$ cat config.mk
export PLATFORM = sky130hd
export DESIGN_NAME = mvm_dp
export DESIGN_NICKNAME = d
export VERILOG_FILES = /design/src/mvm_pkg.sv /design/src/mvm_dp.sv
export SDC_FILE = /design/constraint.sdc
export NUM_CORES = 2
export LEC_CHECK = 0
export BUFFER_PORTS_ARGS = -buffer_cell sky130_fd_sc_hd__buf_2
export CAP_MARGIN = 20
export CORE_MARGIN = 1.5
export CORE_UTILIZATION = 55
export CTS_BUF_LIST = sky130_fd_sc_hd__clkbuf_2 sky130_fd_sc_hd__clkbuf_4 sky130_fd_sc_hd__clkbuf_8
export CTS_CLUSTER_SIZE = 8
export DETAILED_ROUTE_END_ITERATION = 12
export PLACE_DENSITY = 0.83
export SYNTH_ARGS = -nofsm -noshare
export SYNTH_HDL_FRONTEND = slang
export SYNTH_MEMORY_MAX_BITS = 65536
export SYNTH_SLANG_ARGS = --single-unit
export TNS_END_PERCENT = 50
$ cat constraint.sdc
create_clock -name clk -period 8 [get_ports clk]
set_input_delay 1.2 -clock clk [delete_from_list [all_inputs] [get_ports clk]]
set_output_delay 1.2 -clock clk [all_outputs]
set_load 0.02 [all_outputs]
$ cat src/mvm_pkg.sv
// Shared constants and types for the matrix-vector multiply engine.
`default_nettype none

package mvm_pkg;

  // Matrix dimensions and derived index widths.
  localparam int MAX_ROWS = 16;
  localparam int MAX_COLS = 16;
  localparam int ROW_AW   = $clog2(MAX_ROWS);
  localparam int COL_AW   = $clog2(MAX_COLS);
  localparam int WDEPTH   = MAX_ROWS * MAX_COLS;
  localparam int WADDR_W  = $clog2(WDEPTH);

  // Field widths.
  localparam int VAL_W   = 16;
  localparam int PROD_W  = 2 * VAL_W;
  localparam int ACC_W   = 40;
  localparam int CNT_W   = 5;
  localparam int IDX_W   = 4;
  localparam int S_DATA_W = 24;
  localparam int M_DATA_W = 48;

  // Weight value after reset: 0.1 in Q4.12.
  localparam logic signed [VAL_W-1:0] WEIGHT_RESET = 16'sd410;

  // Input function codes.
  localparam logic FUNC_WEIGHT = 1'b0;
  localparam logic FUNC_VECTOR = 1'b1;

  // Configuration register indexes.
  localparam logic CFG_ROWS = 1'b0;
  localparam logic CFG_COLS = 1'b1;

  // Controller states.
  typedef enum logic [1:0] {
    ST_IDLE,
    ST_CALC,
    ST_DRAIN,
    ST_EMIT
  } mvm_state_t;

  // Commands from the controller to the datapath.
  typedef struct packed {
    logic              wr_weight;
    logic              wr_vec;
    logic              issue;
    logic              first;
    logic [ROW_AW-1:0] row;
    logic [COL_AW-1:0] col;
    logic              load_out;
    logic              last_row;
  } mvm_cmd_t;

  // Status from the datapath to the controller.
  typedef struct packed {
    logic pipe_busy;
    logic out_free;
  } mvm_stat_t;

endpackage

`default_nettype wire

$ cat src/mvm_dp.sv
// Datapath: weight memory, vector store, multiply-accumulate pipe and output register.
`default_nettype none

module mvm_dp (
  input  wire                                clk,
  input  wire                                rst,
  // Input payload
  input  wire  [mvm_pkg::IDX_W-1:0]          row_in,
  input  wire  [mvm_pkg::IDX_W-1:0]          col_in,
  input  wire  signed [mvm_pkg::VAL_W-1:0]   value_in,
  // Controller link
  input  wire mvm_pkg::mvm_cmd_t             cmd,
  output mvm_pkg::mvm_stat_t                 stat,
  // Result channel
  output logic                               m_tvalid,
  input  wire                                m_tready,
  output logic [mvm_pkg::IDX_W-1:0]          row_index,
  output logic signed [mvm_pkg::ACC_W-1:0]   product,
  output logic                               last_row
);

  logic signed [mvm_pkg::VAL_W-1:0] wmem [mvm_pkg::WDEPTH];
  logic [mvm_pkg::WDEPTH-1:0]       wvalid;
  logic signed [mvm_pkg::VAL_W-1:0] vec [mvm_pkg::MAX_COLS];

  logic [mvm_pkg::WADDR_W-1:0]      waddr;
  logic [mvm_pkg::WADDR_W-1:0]      raddr;
  logic                             w_in_range;

  logic signed [mvm_pkg::VAL_W-1:0]  w_rd;
  logic                              w_rd_vld;
  logic signed [mvm_pkg::VAL_W-1:0]  x_rd;
  logic signed [mvm_pkg::VAL_W-1:0]  w_eff;
  logic                              s1_valid;
  logic                              s1_first;
  logic signed [mvm_pkg::PROD_W-1:0] prod;
  logic                              s2_valid;
  logic                              s2_first;
  logic signed [mvm_pkg::ACC_W-1:0]  acc;

  // Address decode for writes and reads.
  assign w_in_range = (32'(row_in) < mvm_pkg::MAX_ROWS) && (32'(col_in) < mvm_pkg::MAX_COLS);
  assign waddr = mvm_pkg::WADDR_W'(32'(row_in) * mvm_pkg::MAX_COLS + 32'(col_in));
  assign raddr = mvm_pkg::WADDR_W'(32'(cmd.row) * mvm_pkg::MAX_COLS + 32'(cmd.col));

  // Weight memory: one write port, one registered read port.
  always_ff @(posedge clk) begin
    if (cmd.wr_weight && w_in_range) begin
      wmem[waddr] <= value_in;
    end
  end

  always_ff @(posedge clk) begin
    if (cmd.issue) begin
      w_rd <= wmem[raddr];
    end
  end

  // Written marks: an entry never written reads as the reset weight.
  always_ff @(posedge clk) begin
    if (rst) begin
      wvalid <= '0;
    end else if (cmd.wr_weight && w_in_range) begin
      wvalid[waddr] <= 1'b1;
    end
  end

  always_ff @(posedge clk) begin
    if (cmd.issue) begin
      w_rd_vld <= wvalid[raddr];
    end
  end

  // Vector store, read at the issued column.
  always_ff @(posedge clk) begin
    if (cmd.wr_vec && (32'(col_in) < mvm_pkg::MAX_COLS)) begin
      vec[col_in[mvm_pkg::COL_AW-1:0]] <= value_in;
    end
    if (cmd.issue) begin
      x_rd <= vec[cmd.col];
    end
  end

  assign w_eff = w_rd_vld ? w_rd : mvm_pkg::WEIGHT_RESET;

  // Pipe tags follow each issued term.
  always_ff @(posedge clk) begin
    if (rst) begin
      s1_valid <= 1'b0;
      s2_valid <= 1'b0;
    end else begin
      s1_valid <= cmd.issue;
      s2_valid <= s1_valid;
    end
  end

  always_ff @(posedge clk) begin
    s1_first <= cmd.first;
    s2_first <= s1_first;
  end

  // Multiply stage.
  always_ff @(posedge clk) begin
    if (s1_valid) begin
      prod <= w_eff * x_rd;
    end
  end

  // Accumulate stage; the first term of a row restarts the sum.
  always_ff @(posedge clk) begin
    if (s2_valid) begin
      acc <= s2_first ? mvm_pkg::ACC_W'(prod) : acc + mvm_pkg::ACC_W'(prod);
    end
  end

  // Output register holds one result until the sink takes it.
  always_ff @(posedge clk) begin
    if (rst) begin
      m_tvalid <= 1'b0;
    end else if (cmd.load_out) begin
      m_tvalid <= 1'b1;
    end else if (m_tready) begin
      m_tvalid <= 1'b0;
    end
  end

  always_ff @(posedge clk) begin
    if (cmd.load_out) begin
      row_index <= mvm_pkg::IDX_W'(cmd.row);
      product   <= acc;
      last_row  <= cmd.last_row;
    end
  end

  // Status back to the controller.
  assign stat.pipe_busy = s1_valid || s2_valid;
  assign stat.out_free  = !m_tvalid || m_tready;

endmodule

`default_nettype wire
==> impl_metrics.toml <==
[final_layout]
multi_input_area_um2 = 48990
layout.nets = 10189
area_growth_pct = 11.65
layout-drive-gt1-share_pct = 31.75
seqCellArea_um2 = 140400
design_area_um2 = 214800
most-common-layout-cells = "edfxtp_1 (4502), mux4_2 (1523), clkbuf_8 (763)"
final_common_cell = "edfxtp_1"
n_fill_cell = 21733

[timing]
rsz0062_at_grt = "no"
final_hold_viol_count = 0
min_period_ps = 7386
finalSetupTns_ps = 0
skew_ps = 107.5
final.period_utilization_pct = 92.32
worst_slew_pin_slew_ps = 1556
finalWorstSetupSlack_ps = 614.3
maxSlewHeadroom_pct = -3.744
slew_viol_final = 84
fmax_ghz = 0.1354
setup_viol = 0

[setup_path]
cp_slowest_cell = "fa_1"
endpoint_kind = "flop"
cp_num_buf_inv = 4
crit-reg2reg-launch = "w_rd_vld$_DFFE_PP_"
crit_required_ps = 9060
crit_type = "reg2reg"
critical-path-max-stage-delay_ps = 830
cp.depth = 20
reg2reg_depth = 20
worstPathCellList = "buf_12 > and2_1 > nand2_1 > inv_1 > fa_1 > fa_1 > fa_1 > fa_1 > fa_1 > inv_1 > fa_1 > inv_1 > ha_1 > nand3_1 > nor2_1 > and4_1 > a22o_1 > o41ai_2 > or4b_2 > o211ai_1"
cp_top_family = "adder cells"
worst-path-max-fanout = 69
crit_path_frequent_cell = "fa_1"
startpoint_type = "flop"
cp.arrival_ps = 8440
critPathLaunch = "w_rd_vld$_DFFE_PP_"

[drt]
firstDrtPassIters = 6
routed.top_layer = "met5"
vias_per_cell = 6.671
wl_met1_um = 165600
avgRoutedWirePerCell_um = 33.35
wl_met3_um = 64170
postRouteAntennaNets = 0
routed_wl_um = 497200
first_iter_violations = 15302
route.detailed.drc = 0
num_vias = 99445
dr_wl_met2_um = 240800

[clock_network]
holdBufCountCts = 1
cts.clk_slew.worst_paths_ps = 60
h-tree-depth = 6
clkSinkCount = 4763
post_cts_resized = 0
numCtsBuffers = 723
postCtsSetupBuffers = 0
cts_tree = "built"
ctsLongestPathBuffers = 4
clk_latency_ps = 1300
root_buffer = "clkbuf_8"

[yosys]
ys.flop_type = "edfxtp_1"
syn_inst = 9040
ys_top_cells_by_area = "edfxtp_1 (70%), mux4_2 (18%), fa_1 (2.7%)"
synth_seq_cells = 4763
synth_cell_types = 67
synth_warnings = 0
ys_seq_area_share_pct = 72.97
syn_area_per_cell_um2 = 21.29
synth_edf_count = 4502
synth_area_um2 = 192400
synth_largest_area_cell = "edfxtp_1"
async_reset_ff_share_pct = 0
post-synth-top-area-fraction_pct = 70.25
syn_nets = 9465

[placement]
pre_cts_slack_ps = 622.9
place.gp.congestion = 0.8747
hpwl_um = 289100
place_area_um2 = 200300
portBuffers = 88

[hold_path]
holdPathStages = 1
min_from = "cmd[0]"
hp-class = "in2reg"

[grt]
grt_pass1_vias = 102004
grt_first_pass_wirelength_um = 714000
grt_util_all_layers_pct = 28.04
grt_max_degree = 193
gr-total-overflow = 0
antenna_found_initial = 40

[power_and_ir_drop]
p_total_w = 0.05808
vdd_drop_max_uv = 428.0
p_leak_nw = 70.38
p_per_area_nw_per_um2 = 270.3

[floorplan]
design.die.area_um2 = 353400
ios = 89
die_w_um = 594.5
fp.dieH_um = 594.5
rows = 217
start_util_pct = 55.15
core_um2 = 348900

[run_status]
outcome = "complete, but fails checks"
violations = "max-slew violations"

[job]
cap_violations = 0
## cell families after synthesis
kind of cell / after synthesis / share of synthesized area (%)
multiplexers: 1529 / 17.86
adder cells (fa/ha/maj): 384 / 3.527
flip-flops: 4763 / 72.97
XOR/XNOR: 61 / 0.2776
buffers and inverters: 778 / 1.598
AND/OR/NAND/NOR: 1258 / 2.815
AO/OA/AOI/OAI: 267 / 0.9552
## cell type report
class	instances	share of cell area, %
flip-flops and latches	4763	65.36
multi-input cells	3499	22.80
clock buffers	1131	6.174
well taps	4599	2.678
repair buffers	476	1.955
inverters	301	0.5259
clock inverters	109	0.4752
diodes	29	0.03378
## synthesized netlist by cell type, types with 32 or more instances
| master | count |
|---|---|
| edfxtp_1 | 4502 |
| xnor2_1 | 41 |
| buf_2 | 79 |
| o21ai_0 | 61 |
| a21oi_1 | 52 |
| dfxtp_1 | 261 |
| clkbuf_1 | 315 |
| buf_1 | 70 |
| inv_1 | 300 |
| nand2_1 | 205 |
| nand3_1 | 39 |
| nor2_1 | 764 |
| ha_1 | 120 |
| a21o_1 | 32 |
| fa_1 | 264 |
| mux4_2 | 1523 |
| and2_1 | 62 |
| and3_1 | 102 |
## state kept, by name (all words and copies together) (netlist names)
name and cells:
w_rd_vld 1, w_rd 16, s1_valid 1, product 40
wvalid 256, row_index 4, vec 256, s2_first 1
m_tvalid 1, acc 40, wmem 4096, s1_first 1
x_rd 16, prod 32, s2_valid 1, last_row 1
## power by group
group | switching (W) | internal (W) | leakage, nW
Clock | 0.00939 | 0.0107 | 7.64
Combinational | 0.00587 | 0.00407 | 20.1
Sequential | 0.000176 | 0.0279 | 42.7
## final timing paths
check,endpoint,slack [ps]
worst min-delay path,last_row$_DFFE_PP_,160
worst max register to register,prod[28]$_DFFE_PP_,610
worst max-delay path,prod[28]$_DFFE_PP_,610
worst min register to register,s2_first$_DFF_P_,330
## worst register-to-register path, stage by stage, from the launching register on
cell,delay (ps)
edfxtp_1,370
buf_12,240
and2_1,450
nand2_1,170
inv_1,170
fa_1,570
fa_1,830
fa_1,510
fa_1,520
fa_1,500
inv_1,50
fa_1,470
inv_1,40
ha_1,370
nand3_1,170
nor2_1,90
and4_1,190
a22o_1,230
o41ai_2,560
or4b_2,640
o211ai_1,110
## layer usage
layer	vias to the layer above	global-route usage (%)
met5	-	0
met4	22	13.73
met3	1390	7.226
met2	8322	44.75
met1	51425	36.24
li1	38286	-
## through the flow
step           util [%]  hold WS, ps  cells
6_report          61.58        159.0  14907
5_1_grt           61.57        97.23  14889
4_1_cts           61.50        40.99  14868
3_5_place_dp      57.40        321.9  13627
3_3_place_gp      57.38        312.4  13623
2_1_floorplan         -        309.6   9040
Power figures use the tool's default switching activity.
