## src/mvm_pkg.sv

```systemverilog
// Shared constants and types for the matrix-vector multiply engine.
`default_nettype none

package mvm_pkg;

  // Matrix dimensions and derived index widths.
  localparam int MAX_ROWS = 16;
  localparam int MAX_COLS = 16;
  localparam int ROW_AW   = $clog2(MAX_ROWS);
  localparam int COL_AW   = $clog2(MAX_COLS);
  localparam int WDEPTH   = MAX_ROWS * MAX_COLS;
  localparam int WADDR_W  = $clog2(WDEPTH);

  // Field widths.
  localparam int VAL_W   = 16;
  localparam int PROD_W  = 2 * VAL_W;
  localparam int ACC_W   = 40;
  localparam int CNT_W   = 5;
  localparam int IDX_W   = 4;
  localparam int S_DATA_W = 24;
  localparam int M_DATA_W = 48;

  // Weight value after reset: 0.1 in Q4.12.
  localparam logic signed [VAL_W-1:0] WEIGHT_RESET = 16'sd410;

  // Input function codes.
  localparam logic FUNC_WEIGHT = 1'b0;
  localparam logic FUNC_VECTOR = 1'b1;

  // Configuration register indexes.
  localparam logic CFG_ROWS = 1'b0;
  localparam logic CFG_COLS = 1'b1;

  // Controller states.
  typedef enum logic [1:0] {
    ST_IDLE,
    ST_CALC,
    ST_DRAIN,
    ST_EMIT
  } mvm_state_t;

  // Commands from the controller to the datapath.
  typedef struct packed {
    logic              wr_weight;
    logic              wr_vec;
    logic              issue;
    logic              first;
    logic [ROW_AW-1:0] row;
    logic [COL_AW-1:0] col;
    logic              load_out;
    logic              last_row;
  } mvm_cmd_t;

  // Status from the datapath to the controller.
  typedef struct packed {
    logic pipe_busy;
    logic out_free;
  } mvm_stat_t;

endpackage

`default_nettype wire

```

## src/mvm_ctrl.sv

```systemverilog
// Controller state machine: sequences weight and vector writes and the row walk.
`default_nettype none

module mvm_ctrl (
  input  wire                          clk,
  input  wire                          rst,
  // Input handshake and the fields that steer control
  input  wire                          s_tvalid,
  output logic                         s_tready,
  input  wire                          func,
  input  wire                          last,
  input  wire  [mvm_pkg::IDX_W-1:0]    col_in,
  // Configuration write channel
  input  wire                          cfg_valid,
  output logic                         cfg_ready,
  input  wire                          cfg_index,
  input  wire  [mvm_pkg::CNT_W-1:0]    cfg_data,
  // Datapath link
  output mvm_pkg::mvm_cmd_t            cmd,
  input  wire mvm_pkg::mvm_stat_t      stat
);

  mvm_pkg::mvm_state_t state, state_next;

  logic [mvm_pkg::CNT_W-1:0]  rows_in_use;
  logic [mvm_pkg::CNT_W-1:0]  cols_in_use;
  logic [mvm_pkg::CNT_W-1:0]  nrows;
  logic [mvm_pkg::CNT_W-1:0]  ncols;
  logic [mvm_pkg::ROW_AW-1:0] r_cnt;
  logic [mvm_pkg::COL_AW-1:0] c_cnt;
  logic                       accept;
  logic                       start;
  logic                       col_last;
  logic                       row_last;

  // Configuration registers; writes are taken whenever the block is out of reset.
  assign cfg_ready = !rst;

  always_ff @(posedge clk) begin
    if (rst) begin
      rows_in_use <= mvm_pkg::CNT_W'(mvm_pkg::MAX_ROWS);
      cols_in_use <= mvm_pkg::CNT_W'(mvm_pkg::MAX_COLS);
    end else if (cfg_valid) begin
      case (cfg_index)
        mvm_pkg::CFG_ROWS: rows_in_use <= cfg_data;
        mvm_pkg::CFG_COLS: cols_in_use <= cfg_data;
        default: ;
      endcase
    end
  end

  // Effective counts: zero counts as one, anything above the maximum as the maximum.
  always_comb begin
    if (rows_in_use == '0) begin
      nrows = mvm_pkg::CNT_W'(1);
    end else if (32'(rows_in_use) > mvm_pkg::MAX_ROWS) begin
      nrows = mvm_pkg::CNT_W'(mvm_pkg::MAX_ROWS);
    end else begin
      nrows = rows_in_use;
    end
    if (cols_in_use == '0) begin
      ncols = mvm_pkg::CNT_W'(1);
    end else if (32'(cols_in_use) > mvm_pkg::MAX_COLS) begin
      ncols = mvm_pkg::CNT_W'(mvm_pkg::MAX_COLS);
    end else begin
      ncols = cols_in_use;
    end
  end

  // A multiply starts on a last vector element whose position closes the vector.
  assign accept   = s_tvalid && s_tready;
  assign start    = accept && (func == mvm_pkg::FUNC_VECTOR) && last &&
                    ((mvm_pkg::CNT_W'(col_in) + mvm_pkg::CNT_W'(1)) == ncols);
  assign col_last = (mvm_pkg::CNT_W'(c_cnt) + mvm_pkg::CNT_W'(1)) == ncols;
  assign row_last = (mvm_pkg::CNT_W'(r_cnt) + mvm_pkg::CNT_W'(1)) == nrows;

  // State register.
  always_ff @(posedge clk) begin
    if (rst) begin
      state <= mvm_pkg::ST_IDLE;
    end else begin
      state <= state_next;
    end
  end

  // Next state.
  always_comb begin
    state_next = state;
    case (state)
      mvm_pkg::ST_IDLE: begin
        if (start) state_next = mvm_pkg::ST_CALC;
      end
      mvm_pkg::ST_CALC: begin
        if (col_last) state_next = mvm_pkg::ST_DRAIN;
      end
      mvm_pkg::ST_DRAIN: begin
        if (!stat.pipe_busy) state_next = mvm_pkg::ST_EMIT;
      end
      mvm_pkg::ST_EMIT: begin
        if (stat.out_free) begin
          state_next = row_last ? mvm_pkg::ST_IDLE : mvm_pkg::ST_CALC;
        end
      end
      default: state_next = mvm_pkg::ST_IDLE;
    endcase
  end

  // Row and column counters.
  always_ff @(posedge clk) begin
    if (rst) begin
      r_cnt <= '0;
      c_cnt <= '0;
    end else begin
      case (state)
        mvm_pkg::ST_IDLE: begin
          r_cnt <= '0;
          c_cnt <= '0;
        end
        mvm_pkg::ST_CALC: begin
          c_cnt <= col_last ? '0 : c_cnt + mvm_pkg::COL_AW'(1);
        end
        mvm_pkg::ST_EMIT: begin
          if (stat.out_free && !row_last) r_cnt <= r_cnt + mvm_pkg::ROW_AW'(1);
        end
        default: ;
      endcase
    end
  end

  // Outputs.
  always_comb begin
    s_tready      = (state == mvm_pkg::ST_IDLE) && !rst;
    cmd.wr_weight = accept && (func == mvm_pkg::FUNC_WEIGHT);
    cmd.wr_vec    = accept && (func == mvm_pkg::FUNC_VECTOR);
    cmd.issue     = (state == mvm_pkg::ST_CALC);
    cmd.first     = (c_cnt == '0);
    cmd.row       = r_cnt;
    cmd.col       = c_cnt;
    cmd.load_out  = (state == mvm_pkg::ST_EMIT) && stat.out_free;
    cmd.last_row  = row_last;
  end

  // A term is only issued for a column in use.
  assert property (@(posedge clk) disable iff (rst)
    cmd.issue |-> (mvm_pkg::CNT_W'(c_cnt) < ncols))
    else $error("column issued beyond the columns in use");

  // A result is loaded only once the multiply-accumulate pipe has drained.
  assert property (@(posedge clk) disable iff (rst)
    cmd.load_out |-> !stat.pipe_busy)
    else $error("result loaded while terms were still in flight");

  // After the final row is handed over, the engine is back to taking words.
  assert property (@(posedge clk) disable iff (rst)
    (cmd.load_out && cmd.last_row) |=> (state == mvm_pkg::ST_IDLE))
    else $error("engine did not return to idle after the final row");

  // Rows stay within the rows in use while results are produced.
  assert property (@(posedge clk) disable iff (rst)
    (state == mvm_pkg::ST_EMIT) |-> (mvm_pkg::CNT_W'(r_cnt) < nrows))
    else $error("row counter ran past the rows in use");

endmodule

`default_nettype wire

```

## config.mk

```make
export PLATFORM = sky130hd
export DESIGN_NAME = mvm_ctrl
export DESIGN_NICKNAME = d
export VERILOG_FILES = /design/src/mvm_pkg.sv /design/src/mvm_ctrl.sv
export SDC_FILE = /design/constraint.sdc
export NUM_CORES = 1
export LEC_CHECK = 0
export ABC_AREA = 1
export BUFFER_PORTS_ARGS = -buffer_cell sky130_fd_sc_hd__buf_4
export CAP_MARGIN = 25
export CORE_ASPECT_RATIO = 1.75
export CORE_MARGIN = 3
export CORE_UTILIZATION = 35
export CTS_CLUSTER_SIZE = 30
export DETAILED_ROUTE_END_ITERATION = 8
export GPL_TIMING_DRIVEN = 0
export SYNTH_ARGS = -nofsm -noshare
export SYNTH_HDL_FRONTEND = slang
export SYNTH_SLANG_ARGS = --single-unit
```

## constraint.sdc

```tcl
create_clock -name clk -period 4.04 [get_ports clk]
set_input_delay 0.202 -clock clk [delete_from_list [all_inputs] [get_ports clk]]
set_output_delay 0.202 -clock clk [all_outputs]
set_load 0.02 [all_outputs]
```

==> qor.yml, run 1 <==
status: "complete, no violations"
crit_path_max_fanout: 5
r2r_cells: 11
grt_max_degree: 11
clk_pin_slew_ps: 70
cp_num_buf_inv: 3
power.total_mw: 0.671
rr_startpoint: "state[0]"
rows: 30
ys.warnings.count: 0
grt_util_all_layers: 0.145
reg2reg_to: "state[1]"
insertion_delay_ps: 250
grt_pass1_vias: 1406
synth_commonest_cells: "nand2_1 (60), inv_1 (26), nor2_1 (25), nand3_1 (22), dfxtp_1 (20)"
power.share.clock: 0.190
netlist_area_mm2: 0.00150
clock_path_buffers: 2
synth_edf_count: 0
finalHoldViolCount: 0
syn_to_final_growth_pct: 22.7
min_to: "r_cnt[1]"
cts-root-buf: "clkbuf_8"
hold_depth: 2
synth_area_leaders: "dfxtp_1 (27%), nand2_1 (15%), ha_1 (7.5%)"
cap_violations: 0
cts_resized: 0
cp.arrival_ps: 1840
start_util: 0.374
synthArstFlopShare: 0
fin_crit_sh: 0.505
p_per_area_mw_per_mm2: 364
slowest_stage: "dfxtp_1"
antenna_found_initial: 0
final_net_count: 297
gr-total-overflow: 0
port_buffers: 32
hold_buffers: 0
die_y_um: 92.7
crit_required_ps: 3840
p_switching_mw: 0.272
worstMarginPinSlew_ps: 285
grt_pass1_wl_um: 6070
place_ws_ps: 2240
drv_slew: 0
synth_most_common_cell: "nand2_1"
ys_ff_latch: 20
hold_class: "primary input to register"
nFillCells: 442
synthCells: 233
reg2reg_slack_ps: 2240
relSlewSlack: 0.809
crit_path_frequent_cell: "buf_4"
stdcell_count: 316
syn-num-nets: 260
irDropWorstVdd_uv: 233
wire_per_inst_um: 11.1
p_int_mw: 0.399
cp-start-kind: "register"
yosysUniqueCellTypes: 26
io_pins: 34
post_cts_buffers: 0
numCtsBuffers: 3
cts.sinks: 20
fp.dieW_um: 55.5
final_area_mm2: 0.00184
worstSetupPathType: "register to primary output"
pwr-share-comb: 0.447
path_cells: "ha_1 > xor2_1 > nand3_1 > nor2_1 > nand3_2 > inv_1 > buf_4 > buf_4"
drt_iter0_drc: 28
fin_util: 0.459
drive_gt1_frac: 0.239
leakage_nw: 0.927
pwr-share-seq: 0.363
yosys.area.top_type: "dfxtp_1"
wl_um: 3500
setup_viol: 0
hold_ws_ps: 141
cts_tree: "done"
die_area_mm2: 0.00515
place_congestion: 0.823
dp_cells: 313
ant_nets: 0
hp-start: "rst"
cp-end-kind: "primary output"
synth_top_area_frac: 0.266
drcViolationCount: 0
htreeDepth: 1
place_hpwl_um: 2890
min_period_ps: 2040
vias: 1518
critical-path-max-stage-delay_ps: 460
ys.flop_type: "dfxtp_1"
fin_ws_ps: 2000
avgSynthCellArea_um2: 6.45
skew_ps: 2.95
p_sw_frac: 0.405
core_area_mm2: 0.00402
synth-seq-area-share: 0.266
path_delay_family: "flip-flops"
rsz0062_at_grt: "false"
fin_tns_setup_ps: 0
drt-pass1-iter-count: 4
max_freq_mhz: 490
diodes: 0
placed_area_mm2: 0.00180
viasPerCell: 4.80
[cells by family (layout without fill, tap and decap cells)]
logic type / after synthesis / count (layout) / share of synthesized area
compound gates: 29 / 29 / 0.105
xor+xnor: 8 / 8 / 0.0516
fa+ha+maj: 9 / 9 / 0.0749
buf+inv: 39 / 74 / 0.115
flops: 20 / 20 / 0.266
simple gates: 128 / 128 / 0.387
[cell usage in the layout (no fill, tap or decap), types with 2 or more instances in the layout]
cell	instances
ha_1	9
inv_1	26
nand3_2	3
xor2_1	5
inv_2	7
xnor2_1	2
nor2_2	4
clkbuf_8	4
nand2_2	6
nor2_1	25
o211ai_1	2
a21oi_1	17
o21ai_0	9
nand4_1	5
nand2_1	60
buf_4	34
dfxtp_1	20
nand3_1	22
[power groups by stage]
stage	combinational [mW]	clock [mW]	sequential, mW
3_3_place_gp	0.304	0	0.249
3_5_place_dp	0.303	0	0.249
4_1_cts	0.305	0.131	0.244
6_report	0.300	0.127	0.244
2_1_floorplan	0.208	0	0.247
5_1_grt	0.348	0.140	0.247
[how the worst max path moves through the flow]
stage,slack (ps),cells after the start,to,startpoint
after floorplan,2340,10,state[0],c_cnt[0]
after global placement,2220,11,state[1],state[0]
after detailed placement,2240,11,state[1],state[0]
after CTS,1950,8,cmd[0],r_cnt[0]
after global routing,1840,8,cmd[0],r_cnt[0]
final,2000,8,cmd[0],r_cnt[0]
[metal layers]
metal | vias to the layer above | track usage | routed length (um)
met5 | - | 0 | 0
met4 | 0 | 0.0791 | 89
met3 | 6 | 0.0153 | 137
met2 | 33 | 0.286 | 1940
met1 | 666 | 0.142 | 1330
li1 | 813 | - | -
[flip-flops by register name, summed over array words and instances (netlist names)]
| signal | flops |
|---|---|
| c_cnt | 4 |
| cols_in_use | 5 |
| r_cnt | 4 |
| rows_in_use | 5 |
| state | 2 |
[layout make-up]
cell class	count	area [um2]	area share
tap	48	60.1	0.0326
inverter	35	133	0.0719
multi-input combinational	174	930	0.504
clock buffer	3	41.3	0.0224
timing repair buffer	32	240	0.130
sequential	20	400	0.217
buffer	4	40.0	0.0217
[worst reg2reg max path: stages (launching register included)]
cell     delay [ps]
dfxtp_1         350
inv_1           150
ha_1            300
nand3_1         170
nor3_2          130
nand3_1          90
nor2_1           90
nand2_1          80
nand2_1          80
nand3_2          90
nor2_1          120
nor2_1           60
Note: power is estimated with default switching activity, not from simulation.
==> run 2: changes to the inputs <==
--- a/config.mk
+++ b/config.mk
@@ -5,7 +5,7 @@
 export SDC_FILE = /design/constraint.sdc
 export NUM_CORES = 1
 export LEC_CHECK = 0
-export ABC_AREA = 1
+export ABC_AREA = 0
 export BUFFER_PORTS_ARGS = -buffer_cell sky130_fd_sc_hd__buf_4
 export CAP_MARGIN = 25
 export CORE_ASPECT_RATIO = 1.75
==> constraint.sdc (replaced) <==
create_clock -name clk -period 1.82 [get_ports clk]
set_input_delay 0.091 -clock clk [delete_from_list [all_inputs] [get_ports clk]]
set_output_delay 0.091 -clock clk [all_outputs]
set_load 0.02 [all_outputs]
==> qor.yml, run 2 <==
wl_um: 3820
start_util: 0.367
ys.warnings.count: 0
path_cells: "ha_4 > xnor2_2 > or2_4 > o2111a_2 > and2_1 > buf_4 > buf_6"
clock_path_buffers: 2
placed_area_mm2: 0.00178
cap_violations: 0
irDropWorstVdd_uv: 382
finalHoldViolCount: 0
cp-end-kind: "primary output"
fin_util: 0.525
leakage_nw: 0.815
worstSetupPathType: "register to primary output"
gr-total-overflow: 0
final_common_cell: "buf_4"
synth_area_leaders: "dfxtp_1 (28%), ha_1 (7.8%), a21oi_1 (4.5%)"
io_pins: 34
cp.arrival_ps: 1750
grt_pass1_vias: 1349
drive_gt1_frac: 0.451
hold_class: "primary input to register"
rsz0062_at_grt: "true"
drcViolationCount: 0
ant_nets: 0
synthArstFlopShare: 0
fin_ws_ps: -21.4
clk_pin_slew_ps: 80
final_area_mm2: 0.00207
avgSynthCellArea_um2: 8.72
drv_slew: 0
critical-path-max-stage-delay_ps: 370
vias: 1372
core_area_mm2: 0.00394
fin_crit_sh: 1.01
max_freq_mhz: 543
synth_top_area_frac: 0.277
place_hpwl_um: 2820
antenna_found_initial: 0
synth_most_common_cell: "dfxtp_1"
rows: 30
min_period_ps: 1840
fp.dieW_um: 54.6
p_int_mw: 0.760
numCtsBuffers: 3
synthCells: 166
yosysUniqueCellTypes: 48
die_area_mm2: 0.00497
violations: "setup timing"
worstMarginPinSlew_ps: 467
die_y_um: 91.1
port_buffers: 33
cts.sinks: 20
reg.largest.list: "cols_in_use x5, rows_in_use x5"
viasPerCell: 5.26
reg2reg_slack_ps: -10
grt_pass1_wl_um: 5910
pwr-share-seq: 0.456
p_sw_frac: 0.242
grt_max_degree: 13
final_cell_mix: "buf_4 (44), nand2_1 (14), a21oi_1 (12), nor2_1 (10), dfxtp_1 (9)"
ys_ff_latch: 20
insertion_delay_ps: 260
setup_viol: 2
synth_edf_count: 0
ys.flop_type: "dfxtp_1"
skew_ps: 5.25
wire_per_inst_um: 14.6
grt_util_all_layers: 0.156
netlist_area_mm2: 0.00145
cp-start-kind: "register"
p_switching_mw: 0.243
cts-root-buf: "clkbuf_8"
drt_iter0_drc: 30
synth-seq-area-share: 0.277
htreeDepth: 1
slowest_stage: "dfxtp_4"
p_per_area_mw_per_mm2: 485
yosys.area.top_type: "dfxtp_1"
relSlewSlack: 0.689
drt-pass1-iter-count: 4
cts_tree: "done"
place_congestion: 0.786
crit_path_max_fanout: 3
syn_to_final_growth_pct: 43.0
crit_required_ps: 1730
diodes: 0
pwr-share-comb: 0.151
synth_commonest_cells: "dfxtp_1 (20), nand2_1 (14), a21oi_1 (13), nand3_1 (10), nor2_1 (10)"
final_net_count: 241
nFillCells: 383
power.share.clock: 0.393
status: "finished, violations left"
syn-num-nets: 193
## run 2: cell types whose count changed after synthesis, sizes merged, moves of 5 or more
| cell | before | now |
|---|---|---|
| inv | 33 | 6 |
| mux2i | 0 | 6 |
| nand2 | 67 | 15 |
| nand2b | 0 | 7 |
| nand3 | 25 | 10 |
| nor2 | 29 | 10 |
| nor2b | 0 | 7 |
| o21ai | 9 | 2 |
| xor2 | 5 | 0 |
## run 2: area by class of cell
cell class	count	area, um2	share of cell area
Buffer	4	18.8	0.00906
Clock buffer	4	66.3	0.0320
Inverter	6	22.5	0.0109
Multi-Input combinational cell	135	1150	0.554
Sequential cell	20	422	0.204
Tap cell	48	60.1	0.0290
Timing Repair Buffer	44	334	0.161
## run 2: final timing paths
| check | startpoint | to | cells after the start |
|---|---|---|---|
| worst max-delay path | r_cnt[0] | cmd[0] | 7 |
| worst max register to register | c_cnt[0] | state[0] | 7 |
| worst min register to register | cols_in_use[0] | cols_in_use[0] | 2 |
| worst min-delay path | cfg_data[4] | rows_in_use[4] | 3 |
## run 2: repair_timing
action / in CTS / in global routing
resized for setup: 22 / 13
hold buffers: 0 / 0
endpoints found under the setup margin: 10 / 9
pin swaps: 8 / 8
buffers inserted: 5 / 6
## run 2: through the flow
step / setup slack [ps] / hold WS (ps) / power, mW / std cells / TNS, ps
4_1_cts: -18.9 / 64.6 / 1.00 / 255 / -23.7
3_3_place_gp: -107 / 334 / 0.612 / 247 / -289
2_1_floorplan: 2.09 / 217 / 0.553 / 166 / 0
5_1_grt: -126 / 69.2 / 1.04 / 261 / -386
3_5_place_dp: -130 / 330 / 0.616 / 247 / -697
6_report: -21.4 / 68.0 / 1.00 / 261 / -32.4
## run 2: cell families after synthesis
| kind of cell | after synthesis | share of synthesized area |
|---|---|---|
| AOI/OAI and AO/OA | 42 | 0.227 |
| xor gates and xnor gates | 9 | 0.0787 |
| adders and majority gates | 9 | 0.0778 |
| buffers and inverters | 11 | 0.0363 |
| DFF | 20 | 0.277 |
| muxes | 6 | 0.0415 |
| and+or+nand+nor | 69 | 0.262 |
## run 2: power by group through the flow
stage               combinational [mW]  sequential (mW)  clock (mW)
floorplan                       0.0891            0.464           0
global placement                 0.146            0.466           0
detailed placement               0.149            0.467           0
CTS                              0.147            0.457       0.399
global route                     0.165            0.460       0.419
finish                           0.152            0.458       0.394
## run 2: worst max-delay path, delay by kind of cell, from the launching register on
family / cells / cell delay, ps
xor gates and xnor gates: 1 / 130
AOI/OAI and AO/OA: 1 / 180
adders and majority gates: 1 / 170
and+or+nand+nor: 2 / 390
buffers and inverters: 2 / 250
DFF: 1 / 370
## run 2: routing by layer
layer	global-route usage	vias up	share of wire
met5	0	-	0
met4	0.0811	0	0.020
met3	0.0197	6	0.028
met2	0.281	24	0.58
met1	0.160	651	0.38
li1	-	691	-
